==> config.mk <==
export PLATFORM = sky130hd
export DESIGN_NAME = directory_crc_and_lookup
export DESIGN_NICKNAME = d
export VERILOG_FILES = /design/src/hdl/dac_pkg.sv /design/src/hdl/directory_crc_and_lookup.sv /design/src/hdl/dac_crc8.sv
export SDC_FILE = /design/constraint.sdc
export NUM_CORES = 1
export LEC_CHECK = 0
export BUFFER_PORTS_ARGS = -buffer_cell sky130_fd_sc_hd__clkbuf_2
export CELL_PAD_IN_SITES_DETAIL_PLACEMENT = 1
export CELL_PAD_IN_SITES_GLOBAL_PLACEMENT = 2
export CORE_MARGIN = 1.5
export CORE_UTILIZATION = 38
export CTS_CLUSTER_DIAMETER = 40
export CTS_CLUSTER_SIZE = 40
export DETAILED_ROUTE_END_ITERATION = 10
export PLACE_DENSITY_LB_ADDON = 0.1
export SYNTH_ARGS = -nofsm -noshare
export SYNTH_HDL_FRONTEND = slang
export SYNTH_HIERARCHICAL = 1
export SYNTH_SLANG_ARGS = --single-unit
==> constraint.sdc <==
create_clock -name clock -period 6.78 [get_ports clock]
set_input_delay 0 -clock clock [delete_from_list [all_inputs] [get_ports clock]]
set_output_delay 0 -clock clock [all_outputs]
set_load 0.02 [all_outputs]
==> src/hdl/dac_pkg.sv <==
// ----------------------------------------------------------------------------
// dac_pkg: shared types and constants for the directory CRC and lookup block
// Transaction structs, register indexes and CRC constants.
// ----------------------------------------------------------------------------
`timescale 1ns / 1ps

package dac_pkg;

   // Directory size limit, used as the default of the top-level parameter
   localparam int unsigned MAX_DIR_BYTES_DEFAULT = 48;

   // CRC-8 settings: polynomial x^8 + x^4 + x^3 + x^2 + 1, MSB first
   localparam logic [7:0] CRC_POLY  = 8'h1D;
   localparam logic [7:0] CRC_START = 8'hC7;

   // Offset added to the sector number for the second directory
   localparam logic [5:0] SECOND_OFFSET = 6'd16;

   // Configuration port
   localparam int unsigned CSR_INDEX_W = 1;
   localparam int unsigned CSR_DATA_W  = 16;

   localparam logic [CSR_INDEX_W-1:0] CSR_TARGET_APP_ID    = 1'd0;
   localparam logic [CSR_INDEX_W-1:0] CSR_SECOND_DIRECTORY = 1'd1;

   // Input transaction: one directory byte
   typedef struct packed {
      logic [7:0] dir_byte;
      logic       last_byte;
   } req_type;

   // Result transaction: checksum and lookup outcome
   typedef struct packed {
      logic       crc_ok;
      logic [7:0] computed_crc;
      logic       found;
      logic [5:0] sector_number;
   } rsp_type;

endpackage

==> src/hdl/directory_crc_and_lookup.sv <==
// ----------------------------------------------------------------------------
// directory_crc_and_lookup: directory checksum check and application lookup
// Takes one directory byte per cycle while the result register is empty or being taken;
// a pending result that is not taken stalls the input. The result is registered and
// appears in the cycle after the byte marked last is taken. The CRC byte update is combinational.
// Reset (synchronous) clears the configuration, the directory state and the result valid flag.
// ----------------------------------------------------------------------------
`timescale 1ns / 1ps

module directory_crc_and_lookup #(
   parameter int unsigned MAX_DIR_BYTES = dac_pkg::MAX_DIR_BYTES_DEFAULT
) (
   input  logic                               clock,
   input  logic                               reset,
   // configuration writes
   input  logic                               csr_valid,
   output logic                               csr_ready,
   input  logic [dac_pkg::CSR_INDEX_W-1:0]    csr_index,
   input  logic [dac_pkg::CSR_DATA_W-1:0]     csr_wdata,
   // directory bytes
   input  logic                               req_valid,
   output logic                               req_ready,
   input  dac_pkg::req_type                   req_data,
   // results
   output logic                               rsp_valid,
   input  logic                               rsp_ready,
   output dac_pkg::rsp_type                   rsp_data
);

   localparam int unsigned IDX_W = $clog2(MAX_DIR_BYTES + 1);
   localparam logic [IDX_W-1:0] IDX_MAX = IDX_W'(MAX_DIR_BYTES);
   localparam logic [IDX_W-1:0] IDX_FIRST_PAIR = IDX_W'(3);

   // Configuration registers
   logic [15:0] target_app_id_ff, target_app_id_in;
   logic        second_directory_ff, second_directory_in;

   // Directory state
   logic [IDX_W-1:0] byte_index_ff, byte_index_in;
   logic [7:0]       running_crc_ff, running_crc_in;
   logic [7:0]       stored_crc_ff, stored_crc_in;
   logic [7:0]       previous_byte_ff, previous_byte_in;
   logic             match_seen_ff, match_seen_in;
   logic [5:0]       match_sector_ff, match_sector_in;

   // Result register
   logic             rsp_valid_ff, rsp_valid_in;
   dac_pkg::rsp_type rsp_data_ff, rsp_data_in;

   logic       req_take;
   logic       in_range;
   logic [7:0] crc_upd;
   logic       pair_hit;
   logic [5:0] sector_sel;

   assign csr_ready = 1'b1;
   assign req_ready = !rsp_valid_ff || rsp_ready;
   assign req_take  = req_valid && req_ready;
   assign rsp_valid = rsp_valid_ff;
   assign rsp_data  = rsp_data_ff;

   // Decode configuration writes
   always_comb begin
      target_app_id_in    = target_app_id_ff;
      second_directory_in = second_directory_ff;
      if (csr_valid) begin
         unique case (csr_index)
            dac_pkg::CSR_TARGET_APP_ID:    target_app_id_in    = csr_wdata;
            dac_pkg::CSR_SECOND_DIRECTORY: second_directory_in = csr_wdata[0];
            default: ;
         endcase
      end
   end

   dac_crc8 u_crc8 (
      .crc_cur   (running_crc_ff),
      .data_byte (req_data.dir_byte),
      .crc_next  (crc_upd)
   );

   assign in_range = byte_index_ff < IDX_MAX;
   // A pair completes on every odd index from three on
   assign pair_hit = in_range && (byte_index_ff >= IDX_FIRST_PAIR) && byte_index_ff[0]
                     && !match_seen_ff
                     && ({req_data.dir_byte, previous_byte_ff} == target_app_id_in);

   // Advance the directory state for one byte, clear it after the last one
   always_comb begin
      byte_index_in    = byte_index_ff;
      running_crc_in   = running_crc_ff;
      stored_crc_in    = stored_crc_ff;
      previous_byte_in = previous_byte_ff;
      match_seen_in    = match_seen_ff;
      match_sector_in  = match_sector_ff;
      if (req_take && in_range) begin
         if (byte_index_ff == '0) begin
            stored_crc_in = req_data.dir_byte;
         end else begin
            running_crc_in = crc_upd;
         end
         if (pair_hit) begin
            match_seen_in   = 1'b1;
            match_sector_in = 6'(byte_index_ff >> 1);
         end
         previous_byte_in = req_data.dir_byte;
         byte_index_in    = byte_index_ff + IDX_W'(1);
      end
   end

   // Build the result from the updated state
   always_comb begin
      sector_sel = '0;
      if (match_seen_in) begin
         sector_sel = second_directory_ff ? match_sector_in + dac_pkg::SECOND_OFFSET
                                          : match_sector_in;
      end
      rsp_data_in.crc_ok        = running_crc_in == stored_crc_in;
      rsp_data_in.computed_crc  = running_crc_in;
      rsp_data_in.found         = match_seen_in;
      rsp_data_in.sector_number = sector_sel;
   end

   // Hold the result until taken, load a new one on a last byte
   always_comb begin
      rsp_valid_in = rsp_valid_ff;
      if (rsp_ready) begin
         rsp_valid_in = 1'b0;
      end
      if (req_take && req_data.last_byte) begin
         rsp_valid_in = 1'b1;
      end
   end

   always_ff @(posedge clock) begin
      if (reset) begin
         target_app_id_ff    <= '0;
         second_directory_ff <= 1'b0;
         byte_index_ff       <= '0;
         running_crc_ff      <= dac_pkg::CRC_START;
         stored_crc_ff       <= '0;
         previous_byte_ff    <= '0;
         match_seen_ff       <= 1'b0;
         match_sector_ff     <= '0;
         rsp_valid_ff        <= 1'b0;
      end else begin
         target_app_id_ff    <= target_app_id_in;
         second_directory_ff <= second_directory_in;
         rsp_valid_ff        <= rsp_valid_in;
         if (req_take && req_data.last_byte) begin
            byte_index_ff    <= '0;
            running_crc_ff   <= dac_pkg::CRC_START;
            stored_crc_ff    <= '0;
            previous_byte_ff <= '0;
            match_seen_ff    <= 1'b0;
            match_sector_ff  <= '0;
         end else begin
            byte_index_ff    <= byte_index_in;
            running_crc_ff   <= running_crc_in;
            stored_crc_ff    <= stored_crc_in;
            previous_byte_ff <= previous_byte_in;
            match_seen_ff    <= match_seen_in;
            match_sector_ff  <= match_sector_in;
         end
      end
   end

   // Load result payload with each new result
   always_ff @(posedge clock) begin
      if (req_take && req_data.last_byte) begin
         rsp_data_ff <= rsp_data_in;
      end
   end

endmodule

==> src/hdl/dac_crc8.sv <==
// ----------------------------------------------------------------------------
// dac_crc8: one-byte CRC-8 update
// Folds one data byte into the running CRC, eight shift steps unrolled.
// ----------------------------------------------------------------------------
`timescale 1ns / 1ps

module dac_crc8 (
   input  logic [7:0] crc_cur,
   input  logic [7:0] data_byte,
   output logic [7:0] crc_next
);

   // Shift out eight bits, folding in the polynomial on a set top bit
   always_comb begin
      logic [7:0] c;
      c = crc_cur ^ data_byte;
      for (int k = 0; k < 8; k++) begin
         if (c[7]) begin
            c = {c[6:0], 1'b0} ^ dac_pkg::CRC_POLY;
         end else begin
            c = {c[6:0], 1'b0};
         end
      end
      crc_next = c;
   end

endmodule

# Word level (Yosys, flattened, before mapping)
# Index checks and enable logic that the tools add are counted.
# classes
bitwise	9
reduce_logical	14
order_cmp	2
eq_ne	2
muxes	21
add_sub_neg	2
# op_table
op	n
$mux W5	8
$mux W16	2
$mux W8	4
$not A4 Y4	8
$mux W6	3
$eq A16 B16 Y1	1
$eq A8 B8 Y1	1
$xor A8 B8 Y8	1
$logic_and A1 B1 Y1	7
$add A6 B1 Y6 const B	1
$add A6 B5 Y6 const B	1
$ge A6 B2 Y1 const B	1
$logic_not A6 Y1	1
$lt A6 B6 Y1 const B	1
$mux W1	4
$logic_not A1 Y1	2
$reduce_and A2 Y1	1
$reduce_bool A2 Y1	1
$reduce_or A2 Y1	1
$logic_or A1 B1 Y1	1
# totals
inputBits	31
ff_bits	71

# Logic depth before layout (Yosys ltp)
# depth
ltp_word	20
depth_mapped	9
ltp_nobuf	9

# Cells and area by module
# Netlist, hierarchy kept.
# by_module_without_submodules
mod	cells_per_inst	area_per_inst_um2	n_inst
directory_crc_and_lookup	382	3483.3	1
dac_crc8	24	240.2	1

# Least setup slack after synthesis
# No wires, ideal clock.
# synth_timing
kind	flip-flop to flip-flop
startpoint	register running_crc_ff[5]
endpoint	register rsp_data_ff, in the netlist rsp_data[15], data pin
t_required_ns	6.646
stages_incl_launch_ff	10
setup_ns	0.134
slack_ns	4.548
period_less_slack_ns	2.232
t_arrival_ns	2.099
cell_sequence	dfxtp_1 xnor2_2 xnor3_2 xor2_1 xor2_1 nor4_1 nand3_1 o311a_1 a21oi_1 and4_1
# synth_lines
element	line_no	rtl
start: declaration	directory_crc_and_lookup.sv:40	logic [7:0] running_crc_ff, running_crc_in;
start signal: assignment	directory_crc_and_lookup.sv:139	running_crc_ff <= dac_pkg::CRC_START;
start signal: assignment	directory_crc_and_lookup.sv:151	running_crc_ff <= dac_pkg::CRC_START;
start signal: assignment	directory_crc_and_lookup.sv:158	running_crc_ff <= running_crc_in;
end signal: assignment	directory_crc_and_lookup.sv:170	rsp_data_ff <= rsp_data_in;
end: declaration	directory_crc_and_lookup.sv:48	dac_pkg::rsp_type rsp_data_ff, rsp_data_in;

==> impl_results.md <==
* Worst Max-Slew Pin Slew at ~0.94 ns
* HP Class: input port to flop
* Largest net degree at the start of global routing at 25
* IR drop worst, VDD at ~0.10 mV
* Starting Density at about 40%
* Unrepaired setup endpoints after global routing: false
* Number of vias after detailed routing at between 3000 and 4000
* Outcome: completed
* Setup Fix Bufs, Post-CTS at 0
* Top-level I/O count at 50
* Share of the synthesized area in the top cell type at between 20% and 30%
* Number of iterations in the first detailed-routing pass at 4
* Post-synth design cell area at approximately 3700 sq um
* Number of flops mapped to enable cells by yosys at 16
* Layout Skew at 0.0101 ns
* Critical path endpoint category: flop
* Die Y-Extent at 102 um
* Flop and latch count out of synthesis at ~70
* Fill cell count at ~1100
* Synthesis warning total at 6
* Main area contributors after synthesis: sky130_fd_sc_hd__dfxtp_1 30%, sky130_fd_sc_hd__edfxtp_1 13%, sky130_fd_sc_hd__nand2_1 8.2%, sky130_fd_sc_hd__xnor2_1 7.1%, sky130_fd_sc_hd__a21oi_1 5.1%
* Root Buffer: sky130_fd_sc_hd__clkbuf_8
* Power density over the cells at 236 nW/um^2
* Final antenna-violating net count at 0
* WL per Instance at ~17 um
* Detailed-placement wirelength estimate at 6970 um
* Vias in the first global route at about 3200
* Data arrival time of the critical path at ~2.8 ns
* Area growth from synthesis to layout at 20.2%
* Final Hold Violating Endpoints at 0
* Core region area at 9370 sq um
* Total Nets Final at roughly 500
* Number of instances resized during post-cts repair at 0
* Number of instances in the synthesized netlist at around 400
* Combined global-route utilization of all metal layers at between 20 and 25%
* Period Utilization, post-route at 38.8%
* Die footprint at 10400 sq um
* Mean number of vias per cell at just over 5
* Routed wire length at ~10000 um
* I/O Buffers at 48
* Maximum fanout encountered on the critical timing path at 4
* Start-to-end type of the worst setup path: flop to flop
* Min Tclk post-route at between 2 and 3 ns
* FP Rows at 35
* Number of max-slew violations in the final report at 0
* Antenna diode count at 0
* Max-cap check violation count at 0
* 1st-iter DRT viols at 100
* Most frequently used cell type in the post-synthesis netlist: sky130_fd_sc_hd__nand2_1
* DRC errors left at 0
* Type of origin of the critical path: flop
* Most used standard cells in the synthesized netlist: 81 x sky130_fd_sc_hd__nand2_1, 55 x sky130_fd_sc_hd__dfxtp_1, 38 x sky130_fd_sc_hd__a21oi_1, 30 x sky130_fd_sc_hd__xnor2_1, 20 x sky130_fd_sc_hd__xor2_1
* Number of H-tree levels at 3
* Die Wd at just over 100 um
* CTS tree: built
* Total gr overflow at 0
* Count of final setup violators at 0
* Clock transition at the register clock pins on the worst setup and hold paths after CTS at 0.08 ns
* Most used flip-flop cell after synthesis: sky130_fd_sc_hd__dfxtp_1
* Count of distinct cell types in the synthesized netlist at 60
* Cell type with the largest total area after synthesis: sky130_fd_sc_hd__dfxtp_1
* Static Leak at ~0.0017 uW
* Initial antenna violation count at 0
* Final weighted congestion in routability-driven placement at 0.802
* Max-slew headroom at the worst pin at 37.4%
* Hold Worst Slack at 0.0123 ns
* Post-synthesis sequential area ratio at 42.5%
* Clock Sink Count at 71
* Worst-Skew Late Latency at between 0.3 and 0.4 ns
* Clock Path Buffers at 2
* Share of layout cells above drive strength 1 at 19.0%
* Fraction of registers with async set/reset at 0%
* Post-synth net total at around 440
* Maximum clock rate at roughly 0.38 GHz
* Global-route wire length before repair at 16100 um
* TritonCTS buffer count at 9
* Required time at the endpoint of the critical path at 6.99 ns
* Setup tns final at 0 ns
* Avg Inst Size Synth at about 9.2 sq um
==> sequential cells by signal, summed over array words and instances (netlist names) <==
| register | flops |
|---|---|
| second_directory_ff | 1 |
| match_seen_ff | 1 |
| byte_index_ff | 6 |
| rsp_valid | 1 |
| previous_byte_ff | 8 |
| stored_crc_ff | 8 |
| rsp_data | 16 |
| match_sector_ff | 6 |
| running_crc_ff | 8 |
| target_app_id_ff | 16 |
==> cell families after synthesis <==
logic type / after synthesis / synth area share [%]
AND/OR/NAND/NOR: 142 / 18.1
AO/OA/AOI/OAI: 84 / 16.3
flip-flops: 71 / 42.5
XOR/XNOR: 54 / 13.7
buffers and inverters: 38 / 4.60
multiplexers: 14 / 4.03
adder cells (fa/ha/maj): 2 / 0.672
other: 1 / 0.101
==> final cells by class <==
type	count	area, sq um	share of cell area [%]
clock inverters	7	96.3	2.15
multi-input cells	297	1970	44.0
flip-flops and latches	71	1580	35.3
repair buffers	72	475	10.6
well taps	129	161	3.61
clock buffers	9	124	2.77
inverters	18	67.6	1.51
==> path summary, 6_finish.rpt <==
kind / startpoint / end / slack [ns] / cells after the start
min: req_data[3] / stored_crc_ff[2]$_SDFF_PP0_ / 0.01 / 3
max: running_crc_ff[5]$_SDFF_PP0_ / rsp_data[15]$_DFFE_PP_ / 4.15 / 9
max reg2reg: running_crc_ff[5]$_SDFF_PP0_ / rsp_data[15]$_DFFE_PP_ / 4.15 / 9
min reg2reg: match_sector_ff[5]$_SDFF_PP0_ / match_sector_ff[5]$_SDFF_PP0_ / 0.46 / 2
==> repair_timing <==
item	in CTS	in global routing
setup endpoints to repair	0	0
hold endpoints to repair	19	0
hold buffers	22	0
==> routing by layer <==
layer | wire (um) | global-route usage, % | vias up
met2 | 4880 | 36.2 | 47
met5 | 0 | 0 | -
met1 | 4800 | 26.3 | 1525
met3 | 222 | 2.67 | 10
met4 | 121 | 6.32 | 0
li1 | - | - | 1539
==> stage by stage <==
stage,power (uW),std cells,cell area (sq um),setup slack (ns),util [%]
final,1060,603,4480,4.15,47.8
after global routing,1100,603,4480,3.90,47.8
after CTS,1070,603,4480,4.12,47.8
after detailed placement,673,565,4040,4.21,43.1
after global placement,670,565,4040,4.26,43.1
after floorplan,617,406,3720,4.55,-
==> power breakdown <==
part           total [uW]  internal (uW)  switching, uW
combinational         206           89.6            116
clock                 382            208            174
sequential            468            451           16.7
==> cell usage in the layout (no fill, tap or decap), types with 6 or more instances in the layout <==
master                          count
sky130_fd_sc_hd__nand2_1           81
sky130_fd_sc_hd__dfxtp_1           55
sky130_fd_sc_hd__clkbuf_2          48
sky130_fd_sc_hd__a21oi_1           38
sky130_fd_sc_hd__xnor2_1           30
sky130_fd_sc_hd__dlygate4sd3_1     22
sky130_fd_sc_hd__xor2_1            20
sky130_fd_sc_hd__inv_1             18
sky130_fd_sc_hd__edfxtp_1          16
sky130_fd_sc_hd__nand2b_1          14
sky130_fd_sc_hd__nor2_1            12
sky130_fd_sc_hd__nand3_1            9
sky130_fd_sc_hd__clkbuf_8           9
sky130_fd_sc_hd__mux2_2             8
sky130_fd_sc_hd__o221ai_1           7
sky130_fd_sc_hd__mux2i_1            6
==> critical path: stages (launching register included) <==
cell	delay, ns
sky130_fd_sc_hd__dfxtp_1	0.47
sky130_fd_sc_hd__xnor2_2	0.18
sky130_fd_sc_hd__xnor3_2	0.49
sky130_fd_sc_hd__xnor2_1	0.27
sky130_fd_sc_hd__xor2_1	0.11
sky130_fd_sc_hd__nor4_1	0.34
sky130_fd_sc_hd__nand3_1	0.15
sky130_fd_sc_hd__o311a_1	0.17
sky130_fd_sc_hd__a21oi_1	0.11
sky130_fd_sc_hd__and4_1	0.19
Power figures use the tool's default switching activity.
